File: src/rtl/rsct_pkg.sv
// Shared types and constants for the random single-cycle successor table.
`timescale 1ns / 1ps

package rsct_pkg;

  // Fixed field widths
  localparam int SLOT_W  = 10;
  localparam int COUNT_W = 11;
  localparam int SEED_W  = 48;
  localparam int DRAW_W  = 31;
  localparam int MUL_W   = 35;

  // Default depth of the slot stores
  localparam int SLOT_DEPTH_DEFAULT = 1024;

  // Register reset values
  localparam logic [COUNT_W-1:0] ENTRY_COUNT_RESET = 11'd1024;
  localparam logic [SEED_W-1:0]  SEED_RESET        = 48'hCAFE_BEEF_DEAD;

  // Linear congruential generator constants
  localparam logic [MUL_W-1:0]  LCG_MUL = 35'h5_DEEC_E66D;
  localparam logic [SEED_W-1:0] LCG_ADD = 48'hB;

  // Configuration register indexes
  localparam logic CFG_ENTRY_COUNT = 1'b0;
  localparam logic CFG_RNG_SEED    = 1'b1;

  // Command codes
  localparam logic CMD_GENERATE = 1'b0;
  localparam logic CMD_READ     = 1'b1;

  // Controller states
  typedef enum logic [3:0] {
    ST_IDLE,
    ST_FILL,
    ST_DRAW,
    ST_DRAW_WAIT,
    ST_SWAP_RD_I,
    ST_SWAP_RD_P,
    ST_SWAP_WR_I,
    ST_SWAP_WR_P,
    ST_TAIL,
    ST_WALK_RD,
    ST_WALK_WR,
    ST_READ,
    ST_RESULT
  } top_state_t;

  // Draw unit phases
  typedef enum logic [1:0] {
    DR_IDLE,
    DR_MUL,
    DR_DIV,
    DR_DONE
  } draw_phase_t;

  // Requests from the controller to the draw unit
  typedef struct packed {
    logic load;
    logic start;
  } draw_ctrl_t;

endpackage

File: src/rtl/rsct_draw.sv
// Bit-serial generator step and remainder unit: one LCG step, then draw mod divisor.
`timescale 1ns / 1ps

module rsct_draw #(
  parameter int SLOT_DEPTH = rsct_pkg::SLOT_DEPTH_DEFAULT
) (
  input  logic                                   clk,
  input  logic                                   rst,
  input  rsct_pkg::draw_ctrl_t                   ctrl,
  input  logic [rsct_pkg::SEED_W-1:0]            seed,
  input  logic [$clog2(SLOT_DEPTH+1)-1:0]        divisor,
  output logic                                   done,
  output logic [$clog2(SLOT_DEPTH+1)-1:0]        remainder
);

  localparam int CNT_W = $clog2(SLOT_DEPTH + 1);

  rsct_pkg::draw_phase_t phase, phase_next;

  logic [rsct_pkg::SEED_W-1:0] gen_x;
  logic [rsct_pkg::SEED_W-1:0] acc;
  logic [rsct_pkg::SEED_W-1:0] acc_sum;
  logic [rsct_pkg::SEED_W-1:0] step_out;
  logic [5:0]                  mul_cnt;
  logic [rsct_pkg::DRAW_W-1:0] quot;
  logic [4:0]                  div_cnt;
  logic [CNT_W-1:0]            div_r;
  logic [CNT_W-1:0]            rem;
  logic [CNT_W:0]              rem_sh;
  logic [CNT_W:0]              rem_sub;

  // Multiplier bits are taken most significant first: shift and add.
  assign acc_sum  = {acc[rsct_pkg::SEED_W-2:0], 1'b0}
                  + (rsct_pkg::LCG_MUL[mul_cnt] ? gen_x : '0);
  assign step_out = acc_sum + rsct_pkg::LCG_ADD;

  // Restoring division, one quotient bit a cycle.
  assign rem_sh  = {rem, quot[rsct_pkg::DRAW_W-1]};
  assign rem_sub = rem_sh - {1'b0, div_r};

  // Phase sequencing
  always_comb begin
    phase_next = phase;
    unique case (phase)
      rsct_pkg::DR_IDLE: if (ctrl.start) phase_next = rsct_pkg::DR_MUL;
      rsct_pkg::DR_MUL:  if (mul_cnt == '0) phase_next = rsct_pkg::DR_DIV;
      rsct_pkg::DR_DIV:  if (div_cnt == '0) phase_next = rsct_pkg::DR_DONE;
      rsct_pkg::DR_DONE: phase_next = rsct_pkg::DR_IDLE;
      default:           phase_next = rsct_pkg::DR_IDLE;
    endcase
  end

  // Outputs
  always_comb begin
    done      = (phase == rsct_pkg::DR_DONE);
    remainder = rem;
  end

  always_ff @(posedge clk) begin
    if (rst) begin
      phase <= rsct_pkg::DR_IDLE;
    end else begin
      phase <= phase_next;
    end
  end

  // Datapath registers
  always_ff @(posedge clk) begin
    if (ctrl.load) begin
      gen_x <= seed;
    end
    case (phase)
      rsct_pkg::DR_IDLE: begin
        if (ctrl.start) begin
          acc     <= '0;
          mul_cnt <= 6'(rsct_pkg::MUL_W - 1);
          div_r   <= divisor;
        end
      end
      rsct_pkg::DR_MUL: begin
        acc     <= acc_sum;
        mul_cnt <= mul_cnt - 6'd1;
        if (mul_cnt == '0) begin
          gen_x   <= step_out;
          quot    <= step_out[rsct_pkg::SEED_W-1:rsct_pkg::SEED_W-rsct_pkg::DRAW_W];
          rem     <= '0;
          div_cnt <= 5'(rsct_pkg::DRAW_W - 1);
        end
      end
      rsct_pkg::DR_DIV: begin
        quot    <= {quot[rsct_pkg::DRAW_W-2:0], 1'b0};
        div_cnt <= div_cnt - 5'd1;
        if (!rem_sub[CNT_W]) begin
          rem <= rem_sub[CNT_W-1:0];
        end else begin
          rem <= rem_sh[CNT_W-1:0];
        end
      end
      default: begin
      end
    endcase
  end

endmodule

File: config.mk
export PLATFORM = sky130hd
export DESIGN_NAME = rsct_draw
export DESIGN_NICKNAME = d
export VERILOG_FILES = /design/src/rtl/rsct_pkg.sv /design/src/rtl/rsct_draw.sv
export SDC_FILE = /design/constraint.sdc
export NUM_CORES = 1
export LEC_CHECK = 0
export ABC_AREA = 0
export BUFFER_PORTS_ARGS = -buffer_cell sky130_fd_sc_hd__clkbuf_2
export CORE_ASPECT_RATIO = 0.6
export CORE_MARGIN = 8
export CORE_UTILIZATION = 45
export DETAILED_ROUTE_END_ITERATION = 10
export GPL_TIMING_DRIVEN = 0
export HOLD_SLACK_MARGIN = 0.08
export PLACE_DENSITY = 0.67
export SLEW_MARGIN = 20
export SYNTH_ARGS = -nofsm -noshare
export SYNTH_HDL_FRONTEND = slang
export SYNTH_SLANG_ARGS = --single-unit
File: constraint.sdc
create_clock -name clk -period 5.1 [get_ports clk]
set_input_delay 0.255 -clock clk [delete_from_list [all_inputs] [get_ports clk]]
set_output_delay 0.255 -clock clk [all_outputs]
set_load 0.1 [all_outputs]
======== Word-level counts from Yosys, hierarchy flattened ========
Memories as Yosys holds them, arrays and structs flattened. A register that Yosys moved wholly into a read port is not among the register bits.
Cells that the tools add are included.
W data, S select, Z words.
storage, ports and cells
  flip-flop bits (word level) ............. 161
  logic and storage cells ................. 51
  output and inout bits ................... 12
  bits in read-only memories .............. 64
  input port bits ......................... 63
  memories kept ........................... 1
operators by class
  $add $sub $neg .......................... 5
  magnitude comparators ................... 1
  multiplexer cells ....................... 21
  reductions and logical operators ........ 9
  eq/ne operators ......................... 6
memories
  memory           depth  width  rd ports  clocked after Yosys merged registers in  write ports  line             text
  (no name shown)  64     1      1         1                                        0            rsct_draw.sv:34  + (rsct_pkg::LCG_MUL[mul_cnt] ? gen_x : '0);
operator list
  kind                     count
  $mux W48                 4
  $pmux W47 S2             1
  $pmux W31 S2             1
  $add A48 B4 Y48 const B  1
  $add A48 B48 Y48         1
  $mux W47                 1
  $mux W31                 1
  $mux W11                 2
  $pmux W11 S2             1
  $mux W6                  2
  $pmux W6 S2              1
  $sub A12 B11 Y12         1
  $pmux W5 S2              1
  $pmux W2 S4              1
  $lt A6 B7 Y1 const B     1
  $logic_not A6 Y1         1
  $mux W2                  3
  $ne A2 B2 Y1 const B     3
  $reduce_and A2 Y1        3
  $sub A6 B1 Y6 const B    1
  $logic_not A5 Y1         1
  $mux W5                  1
  $sub A5 B1 Y5 const B    1
  $eq A2 B2 Y1 const B     2
  5 further kinds          6

======== Depth between registers and ports, before layout ========
Gate-level depths: netlist (run 1).
  depth in word-level cells ............... 7
  gate-level depth with buffers ........... 18
  depth with buffers taken out ............ 15

======== Worst setup path before layout (run 1) ========
Ideal clock, no wire load.
  path kind ............................... register -> register
  start point ............................. reg phase[1]
  end point ............................... reg div_cnt[0] (enable)
  arrival time ............................ 4.322 ns
  setup time .............................. 0.517 ns
  path slack .............................. 0.262 ns
  required time ........................... 4.583 ns
  path buffers ............................ 2
  stages on the path, launching flop included .. 6
  period minus slack after synthesis ...... 4.838 ns
  cells stage by stage .................... dfxtp_1 inv_1 ha_1 clkbuf_1 clkbuf_1 o21ai_0
on the way
  cells in the longest elaborated chain, start to end .. 3
  elaborated cells on any way between the ends .. 5
  those cells by class .................... 3 x eq/ne; 2 x reduce/logical
RTL lines
  element                                                                     line             text
  from (decl)                                                                 rsct_draw.sv:18  rsct_pkg::draw_phase_t phase, phase_next;
  from (signal assigned)                                                      rsct_draw.sv:61  phase <= rsct_pkg::DR_IDLE;
  from (signal assigned)                                                      rsct_draw.sv:63  phase <= phase_next;
  $eq A2 B1 Y1 / $eq A2 B2 Y1 (equally long branches)                         rsct_draw.sv:72  case (phase)
  $ne A2 B2 Y1 (no source line) / $reduce_bool A2 Y1 (equally long branches)  --
  $reduce_and A2 Y1 (no source line) (*)                                      --
  to (signal assigned)                                                        rsct_draw.sv:87  div_cnt <= 5'(rsct_pkg::DRAW_W - 1);
  to (signal assigned)                                                        rsct_draw.sv:92  div_cnt <= div_cnt - 5'd1;
  to (decl)                                                                   rsct_draw.sv:26  logic [4:0] div_cnt;
Every way passes the cells marked *; elsewhere a longest branch is shown, timed or not.
A chain may end at the register's enable or synchronous reset.

==> insert_results.sql, run 1 <==
INSERT INTO impl_metrics (metric_group, metric, value, unit) VALUES
('run_status', 'status', 'complete, no violations', ''),
('timing', 'finalClockSkew', '0.01433', 'ns'),
('synth', 'syn-cell-area', '0.01163', 'mm²'),
('synth', 'synth_async_sr_flop_share', '0', '%'),
('critical_path', 'cp_common_cell', 'sky130_fd_sc_hd__a21oi_1', ''),
('timing', 'maxClockFrequency', '202.1', 'MHz'),
('timing', 'post-route-min-period', '4.948', 'ns'),
('timing', 'number_of_pins_exceeding_their_max_slew_limit_in_the_final_report', '0', ''),
('pwr', 'leakagePower', '0.005506', 'µW'),
('clock_network', 'cts_sinks', '162', ''),
('min_path', 'hold_start', 'seed[35]', ''),
('detailed_routing', 'topRoutingLayerUsed', 'met4', ''),
('placed_design', 'place.detailed.hpwl', '28.06', 'mm'),
('clock_network', 'clk_path_buf_depth', '2', ''),
('pwr', 'p_sw', '5446', 'µW'),
('critical_path', 'critical_path.top_delay_family', 'simple AND/OR/NAND/NOR gates', ''),
('placed_design', 'replace_congestion', '0.9627', ''),
('floorplanning', 'chipWidth', '223.6', 'µm'),
('detailed_routing', 'postRouteWirelength', '36.90', 'mm'),
('pwr', 'power_share_of_the_clock_group', '13.3', '%'),
('detailed_routing', 'detailedRoute.firstIterationViolations', '1329', ''),
('final_layout', 'fin_util', '54.71', '%'),
('synth', 'postSynthCellCount', '1276', ''),
('timing', 'final_hold_vios', '0', ''),
('detailed_routing', 'drt_pass1_iterations', '6', ''),
('timing', 'max_slew.worst_pin.slew', '0.8962', 'ns'),
('global_routing', 'grt_first_pass_wirelength', '56.86', 'mm'),
('clock_network', 'tritoncts_buffers', '17', ''),
('synth', 'seq_area_frac_synth', '37.43', '%'),
('synth', 'synth_warnings', '0', ''),
('placed_design', 'place.port_buffers', '73', ''),
('detailed_routing', 'met3_length', '3.474', 'mm'),
('synth', 'post_synth_mux_area_share', '4.851', '%'),
('floorplanning', 'area_of_the_die', '0.03142', 'mm²'),
('critical_path', 'crit_arrival', '5.24', 'ns'),
('clock_network', 'htree_num_levels', '4', ''),
('clock_network', 'clock_latency', '0.46', 'ns'),
('synth', 'synth-xor-area-share', '6.368', '%'),
('global_routing', 'grt_antenna_before_repair', '0', ''),
('critical_path', 'critical-path-slowest-cell', 'sky130_fd_sc_hd__or4_1', ''),
('critical_path', 'capturing_point_of_the_worst_reg2reg_path', 'quot[29]', ''),
('placed_design', 'placed_cell_area', '0.01251', 'mm²'),
('critical_path', 'r2r.worst_path.cells', '16', ''),
('floorplanning', 'std_cell_rows', '45', ''),
('pwr', 'power_per_cell_area', '785.1', 'mW/mm²'),
('placed_design', 'dpl.cell_count', '1681', ''),
('timing', 'maxSlewHeadroom', '40.25', '%'),
('detailed_routing', 'routedLengthMet1', '18.21', 'mm'),
('critical_path', 'required_arrival_time_at_the_worst_endpoint', '5.40', 'ns'),
('critical_path', 'cp_cell_sequence', 'buf_6, clkbuf_2, and2_1, ha_1, a21oi_1, o21ai_1, a22oi_1, nand3_1, a21oi_1, xnor2_1, nand3_2, nor3_4, buf_4, nand4_4, or4_1, a31oi_1', ''),
('critical_path', 'worstPathMaxFanout', '10', ''),
('final_layout', 'drive_gt1_share', '15.64', '%'),
('min_path', 'hold_path_end', 'gen_x[35]', ''),
('min_path', 'hold_path.class', 'input port to flop', ''),
('detailed_routing', 'routed-via-count', '10420', ''),
('global_routing', 'gr-total-overflow', '0', ''),
('final_layout', 'fin_nets', '1551', ''),
('pwr', 'internal-power', '5436', 'µW'),
('synth', 'syn_area_per_cell', '9.116', 'µm²'),
('synth', 'largest_family_of_logic_cells_by_synthesized_area', 'simple AND/OR/NAND/NOR gates', ''),
('pwr', 'power.share.combinational', '66.2', '%'),
('timing', 'holdWs', '0.09489', 'ns'),
('clock_network', 'cts_tree', 'yes', ''),
('synth', 'synth_edf_count', '111', ''),
('floorplanning', 'ioPinCount', '75', ''),
('clock_network', 'clk_root_buffer_cell', 'sky130_fd_sc_hd__clkbuf_16', ''),
('min_path', 'hold_path_depth', '3', ''),
('synth', 'postSynthNetCount', '1408', ''),
('critical_path', 'worst_path_largest_cell_delay', '0.49', 'ns'),
('critical_path', 'worst_setup_path_end_kind', 'flop', ''),
('synth', 'synthesized_area_fraction_occupied_by_and_or_nand_nor_cells', '23.20', '%');
synthesized netlist by cell type, types with 12 or more instances:
master                     instances  area (µm²)
sky130_fd_sc_hd__o21ai_0          57       285.3
sky130_fd_sc_hd__xnor2_1          40       350.3
sky130_fd_sc_hd__nand3_1          26       130.1
sky130_fd_sc_hd__dfxtp_1          51        1021
sky130_fd_sc_hd__edfxtp_1        111        3333
sky130_fd_sc_hd__clkbuf_1         40       150.1
sky130_fd_sc_hd__mux2i_1          44       440.4
sky130_fd_sc_hd__o31ai_1          12       90.09
sky130_fd_sc_hd__xor2_1           39       341.6
sky130_fd_sc_hd__ha_1             67       838.3
sky130_fd_sc_hd__nand2_1         127       476.7
sky130_fd_sc_hd__nor2_1          115       431.7
sky130_fd_sc_hd__a21o_1           16       120.1
sky130_fd_sc_hd__nor3_1           35       175.2
sky130_fd_sc_hd__nand4_1          18       112.6
sky130_fd_sc_hd__and2_1           88       550.5
sky130_fd_sc_hd__a21oi_1          82       410.4
sky130_fd_sc_hd__nor4_1           12       75.07
sky130_fd_sc_hd__inv_1            39       146.4
sky130_fd_sc_hd__nor2b_1          29       181.4
sky130_fd_sc_hd__a211oi_1         27       202.7
sky130_fd_sc_hd__o21a_1           15       112.6
through the flow:
step / power, µW / setup slack (ns) / setup TNS (ns)
floorplan: 7115 / 0.2616 / 0
global placement: 8622 / -1.957 / -120.07
detailed placement: 8769 / -1.184 / -32.26
CTS: 10440 / 0.004639 / 0
global route: 11550 / -0.03514 / -0.09972
finish: 10880 / 0.1522 / 0
cell type report:
class,count,area [µm²]
Fill cell,2294,11480
Multi-Input combinational cell,1020,7194
Sequential cell,162,4354
Timing Repair Buffer,126,888.4
Clock buffer,19,442.9
Tap cell,329,411.6
Buffer,51,215.2
Clock inverter,13,197.7
Inverter,41,156.4
per-layer routing:
layer | track usage [%] | vias up
met3 | 5.253 | 47
met1 | 35.54 | 4933
li1 | - | 4945
met5 | 0 | -
met4 | 6.768 | 0
met2 | 31.38 | 497
cells by family (layout without fill, tap and decap cells):
family,count (synthesis),in the layout
adders and majority gates,69,69
muxes,55,55
DFF,162,162
and+or+nand+nor,514,514
buffers and inverters,94,250
xor gates and xnor gates,82,82
AOI/OAI and AO/OA,300,300
sequential cells by signal, summed over array words and instances (netlist names), named ones only:
name / flops
acc: 47
div_cnt: 5
div_r: 11
gen_x: 48
mul_cnt: 6
phase: 2
quot: 31
remainder: 11
power by group through the flow:
| stage | logic (µW) | clock network, µW | registers, µW |
|---|---|---|---|
| 2_1_floorplan | 4760 | 0 | 2360 |
| 3_5_place_dp | 6510 | 0 | 2260 |
| 4_1_cts | 6750 | 1450 | 2240 |
| 5_1_grt | 7780 | 1500 | 2280 |
| 3_3_place_gp | 6320 | 0 | 2300 |
| 6_report | 7200 | 1440 | 2240 |
what timing repair did:
action	in CTS	in global routing
hold endpoints to repair	27	0
resized for setup	21	30
buffers inserted	12	12
pin swaps	13	12
setup endpoints to repair	56	43
hold buffers	26	0
layout by cell type, fill, tap and decap left out, types with 8 or more instances in the layout:
cell / synthesis / routed
sky130_fd_sc_hd__and2_1: 88 / 88
sky130_fd_sc_hd__inv_1: 39 / 38
sky130_fd_sc_hd__a31oi_1: 11 / 11
sky130_fd_sc_hd__nand3_1: 26 / 25
sky130_fd_sc_hd__nor2_1: 115 / 115
sky130_fd_sc_hd__nor3_1: 35 / 33
sky130_fd_sc_hd__dfxtp_1: 51 / 51
sky130_fd_sc_hd__o31ai_1: 12 / 12
sky130_fd_sc_hd__nor2b_1: 29 / 29
sky130_fd_sc_hd__edfxtp_1: 111 / 111
sky130_fd_sc_hd__a21oi_1: 82 / 82
sky130_fd_sc_hd__clkbuf_1: 40 / 36
sky130_fd_sc_hd__nand4_1: 18 / 18
sky130_fd_sc_hd__and3_1: 8 / 8
sky130_fd_sc_hd__buf_2: 9 / 9
sky130_fd_sc_hd__o21a_1: 15 / 14
sky130_fd_sc_hd__or3_1: 9 / 9
sky130_fd_sc_hd__a21o_1: 16 / 15
sky130_fd_sc_hd__xnor2_1: 40 / 35
sky130_fd_sc_hd__buf_4: 0 / 24
sky130_fd_sc_hd__xor2_1: 39 / 32
sky130_fd_sc_hd__mux2_2: 11 / 11
sky130_fd_sc_hd__ha_1: 67 / 67
sky130_fd_sc_hd__nand2_1: 127 / 127
sky130_fd_sc_hd__clkbuf_2: 0 / 74
sky130_fd_sc_hd__nor4_1: 12 / 9
sky130_fd_sc_hd__dlygate4sd3_1: 0 / 26
sky130_fd_sc_hd__clkbuf_16: 0 / 17
sky130_fd_sc_hd__mux2i_1: 44 / 43
sky130_fd_sc_hd__o21ai_0: 57 / 55
sky130_fd_sc_hd__nand2b_1: 8 / 8
sky130_fd_sc_hd__a211oi_1: 27 / 27
worst min-delay path, stage by stage:
cell and delay, ns:
sky130_fd_sc_hd__clkbuf_2 0.09, sky130_fd_sc_hd__a211oi_1 0.06, sky130_fd_sc_hd__a21oi_1 0.10
worst max path at each step:
stage                 endpoint  slack (ns)  cells past startpoint
global placement      quot[13]       -1.96                      5
detailed placement    quot[23]       -1.18                     16
global route          quot[30]       -0.04                     18
floorplan           div_cnt[0]        0.26                      5
finish                quot[29]        0.15                     16
CTS                   quot[23]       0.005                     15
No activity file was read; power rests on OpenSTA's default activity.
==> run 2: changes to the inputs <==
PLACE_DENSITY = 0.65   (was 0.67)
SLEW_MARGIN = 40   (was 20)
clock period = 5.35 ns   (was 5.1 ns; I/O delays follow)
==> insert_results.sql, run 2 (synthesized netlist as in run 1, its figures left out) <==
INSERT INTO impl_metrics (metric_group, metric, value, unit) VALUES
('final_layout', 'stdcell_count', '1736', ''),
('placed_design', 'replace_congestion', '0.9573', ''),
('floorplanning', 'area_of_the_die', '0.03142', 'mm²'),
('timing', 'max_slew.worst_pin.slew', '0.8729', 'ns'),
('final_layout', 'drive_gt1_share', '14.36', '%'),
('placed_design', 'place.port_buffers', '73', ''),
('global_routing', 'grt_first_pass_wirelength', '56.86', 'mm'),
('detailed_routing', 'final_antenna_net_count', '0', ''),
('critical_path', 'r2r.worst_path.cells', '16', ''),
('critical_path', 'reg2reg_slack', '0.22', 'ns'),
('floorplanning', 'start_util', '45.91', '%'),
('clock_network', 'clk_path_buf_depth', '2', ''),
('run_status', 'status', 'complete, no violations', ''),
('final_layout', 'synthToLayoutAreaGrowth', '15.31', '%'),
('critical_path', 'cp_cell_sequence', 'clkbuf_4, clkbuf_2, and2_1, ha_1, a21oi_2, o21ai_1, a22oi_1, a21oi_2, or2_1, xor2_1, nand4_4, nor4_4, buf_4, nor2b_1, xnor2_1, mux2_2', ''),
('detailed_routing', 'average_routed_wire_per_standard_cell', '21.30', 'µm'),
('final_layout', 'largest-register', 'gen_x', ''),
('timing', 'number_of_pins_exceeding_their_max_slew_limit_in_the_final_report', '0', ''),
('timing', 'finalSetupViolCount', '0', ''),
('detailed_routing', 'routed-via-count', '10350', ''),
('final_layout', 'max_ffs_per_register', '48', ''),
('final_layout', 'nFillCells', '2353', ''),
('floorplanning', 'core_area', '0.02534', 'mm²'),
('clock_network', 'tritoncts_buffers', '17', ''),
('critical_path', 'crit_arrival', '5.33', 'ns'),
('critical_path', 'cp_common_cell', 'sky130_fd_sc_hd__a21oi_2', ''),
('final_layout', 'most-common-layout-cells', '127 x sky130_fd_sc_hd__nand2_1, 115 x sky130_fd_sc_hd__nor2_1, 111 x sky130_fd_sc_hd__edfxtp_1', ''),
('timing', 'post-route-min-period', '5.128', 'ns'),
('critical_path', 'capturing_point_of_the_worst_reg2reg_path', 'quot[12]', ''),
('floorplanning', 'ioPinCount', '75', ''),
('min_path', 'hold_path_end', 'gen_x[20]', ''),
('detailed_routing', 'drc', '0', ''),
('clock_network', 'clkTransAtPathRegs', '0.07', 'ns'),
('detailed_routing', 'drt_pass1_iterations', '5', ''),
('clock_network', 'clock_latency', '0.45', 'ns'),
('critical_path', 'required_arrival_time_at_the_worst_endpoint', '5.55', 'ns'),
('clock_network', 'cts_tree', 'yes', ''),
('floorplanning', 'die_y_extent', '140.5', 'µm'),
('clock_network', 'htree_num_levels', '4', ''),
('placed_design', 'dpl.cell_count', '1681', ''),
('detailed_routing', 'detailedRoute.firstIterationViolations', '1089', ''),
('timing', 'post-route-period-util', '95.84', '%'),
('critical_path', 'crit_path_start_kind', 'flop', ''),
('min_path', 'hold_start', 'seed[20]', ''),
('final_layout', 'fin_nets', '1526', ''),
('critical_path', 'critical-path-slowest-cell', 'sky130_fd_sc_hd__xor2_1', ''),
('pwr', 'power_per_cell_area', '745.6', 'mW/mm²'),
('global_routing', 'first_global_vias', '9652', ''),
('pwr', 'leakagePower', '0.005319', 'µW'),
('global_routing', 'gr-usage-all-layers', '23.38', '%'),
('critical_path', 'worst_setup_path_end_kind', 'flop', ''),
('pwr', 'vdd.ir_drop.worst', '0.0003585', 'V'),
('critical_path', 'timing.critical_path.buf_inv', '3', ''),
('floorplanning', 'std_cell_rows', '45', ''),
('flow_run', 'max_cap_violations', '0', ''),
('timing', 'final_hold_vios', '0', ''),
('floorplanning', 'chipWidth', '223.6', 'µm'),
('detailed_routing', 'postRouteWirelength', '36.98', 'mm'),
('clock_network', 'cts_sinks', '162', ''),
('final_layout', 'reg_top3', 'gen_x (48), acc (47), quot (31)', ''),
('detailed_routing', 'route.detailed.vias_per_inst', '5.959', ''),
('final_layout', 'layout.cells.most_common', 'sky130_fd_sc_hd__nand2_1', ''),
('min_path', 'hold_path_depth', '3', ''),
('timing', 'maxSlewHeadroom', '41.52', '%'),
('global_routing', 'grt_max_degree', '32', ''),
('timing', 'finalClockSkew', '0.009254', 'ns'),
('timing', 'maxClockFrequency', '195.0', 'MHz'),
('min_path', 'hold_path.class', 'input port to flop', ''),
('critical_path', 'critical_path.top_delay_family', 'simple AND/OR/NAND/NOR gates', ''),
('critical_path', 'worstPathMaxFanout', '10', ''),
('placed_design', 'place.detailed.hpwl', '28.47', 'mm'),
('clock_network', 'clk_root_buffer_cell', 'sky130_fd_sc_hd__clkbuf_16', ''),
('global_routing', 'grt_antenna_before_repair', '0', ''),
('final_layout', 'diode_insertion_count_for_antenna_repair', '0', ''),
('critical_path', 'crit_type', 'flop to flop', ''),
('timing', 'rsz0062_at_grt', 'true', ''),
('timing', 'setup_tns', '0', 'ns'),
('global_routing', 'gr-total-overflow', '0', ''),
('critical_path', 'worst_path_largest_cell_delay', '0.53', 'ns');
[run 2: changes by cell type in the layout (fill, tap and decap cells not counted), sizes merged]
cell         before  now
clkbuf          129  132
bufinv            4    0
buf              41   28
clkinv            3    7
inv              44   43
dlygate4sd3      26   12
[run 2: final cells by class]
cell class / count / area (µm²) / area share (%)
clock buffers: 20 / 446.7 / 3.330
well taps: 329 / 411.6 / 3.069
plain buffers: 52 / 217.7 / 1.623
flip-flops and latches: 162 / 4354 / 32.46
inverters: 41 / 156.4 / 1.166
clock inverters: 12 / 82.58 / 0.6157
repair buffers: 100 / 650.6 / 4.851
multi-input cells: 1020 / 7093 / 52.88
[run 2: timing repair]
action / in CTS / in global routing
gates cloned: 0 / 0
hold endpoints to repair: 13 / 0
pin swaps: 8 / 7
gates resized for setup: 14 / 16
hold buffers: 12 / 0
setup buffers: 8 / 4
setup endpoints to repair: 52 / 48
[run 2: worst reg2reg max path, cell delays in order, from the launching register on]
cell and delay (ns):
sky130_fd_sc_hd__dfxtp_1 0.36, sky130_fd_sc_hd__clkbuf_4 0.26, sky130_fd_sc_hd__clkbuf_2 0.28, sky130_fd_sc_hd__and2_1 0.18, sky130_fd_sc_hd__ha_1 0.33, sky130_fd_sc_hd__a21oi_2 0.29
sky130_fd_sc_hd__o21ai_1 0.14, sky130_fd_sc_hd__a22oi_1 0.48, sky130_fd_sc_hd__a21oi_2 0.20, sky130_fd_sc_hd__or2_1 0.30, sky130_fd_sc_hd__xor2_1 0.53, sky130_fd_sc_hd__nand4_4 0.31
sky130_fd_sc_hd__nor4_4 0.34, sky130_fd_sc_hd__buf_4 0.23, sky130_fd_sc_hd__nor2b_1 0.16, sky130_fd_sc_hd__xnor2_1 0.16, sky130_fd_sc_hd__mux2_2 0.32
[run 2: report_power, final]
part	internal (µW)	switching, µW	total [µW]
registers	1980	161	2140
clock network	606	549	1160
logic	2300	4410	6700
total	4880	5120	10000
[run 2: per-layer routing]
metal,wire length [µm],vias to the layer above,global-route usage (%)
met1,18430,4949,36.87
li1,-,4896,-
met2,14660,468,30.98
met5,0,-,0
met3,3426,32,5.191
met4,459,0,5.801
[run 2: worst max path at each step]
stage	from	depth (start not counted)	to
floorplan	phase[1]	5	div_cnt[0]
detailed placement	flop	16	quot[23]
global placement	phase[1]	5	quot[13]
CTS	flop	17	quot[29]
finish	flop	16	quot[12]
global route	flop	16	quot[29]
[run 2: stage by stage]
stage / worst slack [ns] / total power (µW) / hold WS [ns] / instance area (µm²) / util [%]
after detailed placement: -1.069 / 8411 / 0.4469 / 12510 / 49.37
after floorplan: 0.5116 / 6783 / 0.3399 / 11630 / -
after CTS: 0.002850 / 9741 / 0.08586 / 13310 / 52.51
final: 0.2224 / 10000 / 0.09708 / 13410 / 52.94
after global routing: -0.04078 / 10670 / 0.1043 / 13410 / 52.94
after global placement: -1.794 / 8262 / 0.4460 / 12410 / 48.98
==> run 3: changes to the inputs <==
--- a/config.mk
+++ b/config.mk
@@ -8,3 +8,3 @@
 export ABC_AREA = 0
-export BUFFER_PORTS_ARGS = -buffer_cell sky130_fd_sc_hd__clkbuf_2
+export BUFFER_PORTS_ARGS = -buffer_cell sky130_fd_sc_hd__buf_4
 export CORE_ASPECT_RATIO = 0.6
==> constraint.sdc (replaced) <==
create_clock -name clk -period 5.35 [get_ports clk]
set_input_delay 1.07 -clock clk [delete_from_list [all_inputs] [get_ports clk]]
set_output_delay 1.07 -clock clk [all_outputs]
set_load 0.1 [all_outputs]
==> insert_results.sql, run 3 (synthesized netlist as in run 1, its figures left out) <==
INSERT INTO impl_metrics (metric_group, metric, value, unit) VALUES
('floorplanning', 'start_util', '45.91', '%'),
('pwr', 'vdd.ir_drop.worst', '0.0003108', 'V'),
('detailed_routing', 'routed-via-count', '10150', ''),
('critical_path', 'worst_path_largest_cell_delay', '0.50', 'ns'),
('floorplanning', 'std_cell_rows', '45', ''),
('final_layout', 'drive_gt1_share', '14.26', '%'),
('floorplanning', 'area_of_the_die', '0.03142', 'mm²'),
('critical_path', 'crit_arrival', '5.41', 'ns'),
('global_routing', 'grt_first_pass_wirelength', '55.97', 'mm'),
('global_routing', 'grt_max_degree', '29', ''),
('critical_path', 'critical-path-slowest-cell', 'sky130_fd_sc_hd__a2111oi_4', ''),
('final_layout', 'postLayoutCellArea', '0.01355', 'mm²'),
('placed_design', 'replace_congestion', '0.9640', ''),
('pwr', 'leakagePower', '0.005347', 'µW'),
('final_layout', 'reg_top3', 'gen_x (48), acc (47), quot (31)', ''),
('detailed_routing', 'detailedRoute.firstIterationViolations', '1088', ''),
('clock_network', 'tritoncts_buffers', '17', ''),
('detailed_routing', 'route.detailed.vias_per_inst', '5.883', ''),
('detailed_routing', 'drc', '0', ''),
('final_layout', 'synthToLayoutAreaGrowth', '16.47', '%'),
('final_layout', 'max_ffs_per_register', '48', ''),
('clock_network', 'cts_hold_buf', '0', ''),
('timing', 'finalSetupViolCount', '0', ''),
('placed_design', 'place.detailed.hpwl', '28.36', 'mm'),
('critical_path', 'worstPathMaxFanout', '10', ''),
('timing', 'maxClockFrequency', '195.4', 'MHz'),
('final_layout', 'multi_input_area', '0.007092', 'mm²'),
('timing', 'number_of_pins_exceeding_their_max_slew_limit_in_the_final_report', '0', ''),
('clock_network', 'clk_root_buffer_cell', 'sky130_fd_sc_hd__clkbuf_16', ''),
('critical_path', 'required_arrival_time_at_the_worst_endpoint', '5.64', 'ns'),
('timing', 'final_hold_vios', '0', ''),
('global_routing', 'first_global_vias', '9459', ''),
('flow_run', 'max_cap_violations', '0', ''),
('detailed_routing', 'final_antenna_net_count', '0', ''),
('final_layout', 'diode_insertion_count_for_antenna_repair', '0', ''),
('critical_path', 'crit_path_start_kind', 'flop', ''),
('global_routing', 'grt_antenna_before_repair', '0', ''),
('detailed_routing', 'drt_pass1_iterations', '6', ''),
('final_layout', 'fin_nets', '1515', ''),
('run_status', 'status', 'complete, no violations', ''),
('clock_network', 'clk_path_buf_depth', '2', ''),
('final_layout', 'largest-register', 'gen_x', ''),
('clock_network', 'htree_num_levels', '4', ''),
('timing', 'setup_tns', '0', 'ns'),
('floorplanning', 'die_y_extent', '140.5', 'µm'),
('pwr', 'power_per_cell_area', '747.5', 'mW/mm²'),
('clock_network', 'cts_sinks', '162', ''),
('critical_path', 'crit_type', 'flop to flop', ''),
('final_layout', 'most-common-layout-cells', '127 x sky130_fd_sc_hd__nand2_1, 115 x sky130_fd_sc_hd__nor2_1, 111 x sky130_fd_sc_hd__edfxtp_1', ''),
('clock_network', 'clkTransAtPathRegs', '0.07', 'ns'),
('timing', 'post-route-min-period', '5.117', 'ns'),
('final_layout', 'layout.area.seq', '0.004354', 'mm²'),
('timing', 'max_slew.worst_pin.slew', '0.8890', 'ns'),
('timing', 'maxSlewHeadroom', '40.44', '%'),
('critical_path', 'cp_cell_sequence', 'clkbuf_4, buf_2, and2_1, ha_1, inv_1, fa_1, nand2b_1, a21oi_4, o21bai_2, a21oi_2, o211ai_1, a2111oi_4, nand4_4, nor4_4, buf_4, nand4_4, or4_1, a31oi_1', ''),
('final_layout', 'nFillCells', '2341', ''),
('timing', 'finalClockSkew', '0.01473', 'ns'),
('critical_path', 'cp_common_cell', 'sky130_fd_sc_hd__nand4_4', ''),
('critical_path', 'critical_path.top_delay_family', 'compound AO/OA/AOI/OAI gates', ''),
('detailed_routing', 'postRouteWirelength', '36.26', 'mm'),
('min_path', 'hold_path.class', 'flop to flop', ''),
('global_routing', 'gr-usage-all-layers', '23.02', '%'),
('clock_network', 'clock_latency', '0.46', 'ns'),
('floorplanning', 'core_area', '0.02534', 'mm²'),
('placed_design', 'placed_cell_area', '0.01270', 'mm²'),
('floorplanning', 'ioPinCount', '75', ''),
('critical_path', 'worst_setup_path_end_kind', 'flop', ''),
('floorplanning', 'chipWidth', '223.6', 'µm'),
('critical_path', 'timing.critical_path.buf_inv', '4', ''),
('global_routing', 'gr-total-overflow', '0', ''),
('final_layout', 'layout.cells.most_common', 'sky130_fd_sc_hd__nand2_1', ''),
('clock_network', 'cts_tree', 'yes', ''),
('detailed_routing', 'average_routed_wire_per_standard_cell', '21.02', 'µm'),
('placed_design', 'place.port_buffers', '73', ''),
('timing', 'post-route-period-util', '95.65', '%');
-- run 3: cell types whose count changed in the layout (fill, tap and decap cells not counted), sizes merged, moves of 2 or more --
cell,change
bufinv,+4
clkinvlp,-2
clkinv,-4
buf,+74
clkbuf,-70
dlygate4sd3,-12
-- run 3: worst paths after layout --
kind / to / from / slack [ns] / depth (start not counted)
max reg2reg: quot[29] / flop / 0.23 / 18
max: quot[29] / flop / 0.23 / 18
min reg2reg: quot[6] / quot[5] / 0.53 / 2
min: quot[6] / quot[5] / 0.53 / 2
-- run 3: cell type report --
class | count | share of cell area, %
buffer | 52 | 1.579
clock buffer | 23 | 3.380
clock inverter | 9 | 1.136
inverter | 41 | 1.154
multi-input combinational | 1020 | 52.35
sequential | 162 | 32.14
tap | 329 | 3.038
timing repair buffer | 89 | 5.227
-- run 3: report_power, final --
part,internal (µW),switching (µW),total [µW]
Sequential,1980,156,2140
Clock,794,540,1330
Combinational,2290,4360,6650
-- run 3: timing repair --
action / CTS / global route
setup buffers: 8 / 3
gates resized for setup: 13 / 16
setup endpoints to repair: 52 / 52
pin swaps: 7 / 6
-- run 3: stage by stage --
step | total power (µW) | std cells | hold WS [ns] | util [%] | setup WS, ns
after global placement | 8272 | 1678 | 0.5114 | 49.70 | -1.795
after global routing | 10790 | 1725 | 0.5516 | 53.47 | -0.0002953
after CTS | 9888 | 1722 | 0.5293 | 53.04 | 0.01872
after detailed placement | 8422 | 1682 | 0.5142 | 50.12 | -1.069
final | 10130 | 1725 | 0.5273 | 53.47 | 0.2330
after floorplan | 6783 | 1276 | 0.4927 | - | 0.5116
-- run 3: worst register-to-register path, cell delays in order (launching register included) --
cell,delay [ns]
sky130_fd_sc_hd__dfxtp_1,0.36
sky130_fd_sc_hd__clkbuf_4,0.26
sky130_fd_sc_hd__buf_2,0.27
sky130_fd_sc_hd__and2_1,0.17
sky130_fd_sc_hd__ha_1,0.22
sky130_fd_sc_hd__inv_1,0.07
sky130_fd_sc_hd__fa_1,0.39
sky130_fd_sc_hd__nand2b_1,0.22
sky130_fd_sc_hd__a21oi_4,0.23
sky130_fd_sc_hd__o21bai_2,0.13
sky130_fd_sc_hd__a21oi_2,0.30
sky130_fd_sc_hd__o211ai_1,0.25
sky130_fd_sc_hd__a2111oi_4,0.50
sky130_fd_sc_hd__nand4_4,0.28
sky130_fd_sc_hd__nor4_4,0.21
sky130_fd_sc_hd__buf_4,0.19
sky130_fd_sc_hd__nand4_4,0.18
sky130_fd_sc_hd__or4_1,0.48
sky130_fd_sc_hd__a31oi_1,0.23
-- run 3: per-layer routing --
metal  vias up  part of all wire (%)  track usage [%]
li1       4878                     -                -
met1      4857                    51            35.36
met2       379                    39            30.64
met3        34                   9.1            6.671
met4         0                   1.2            5.387
met5         -                     0                0
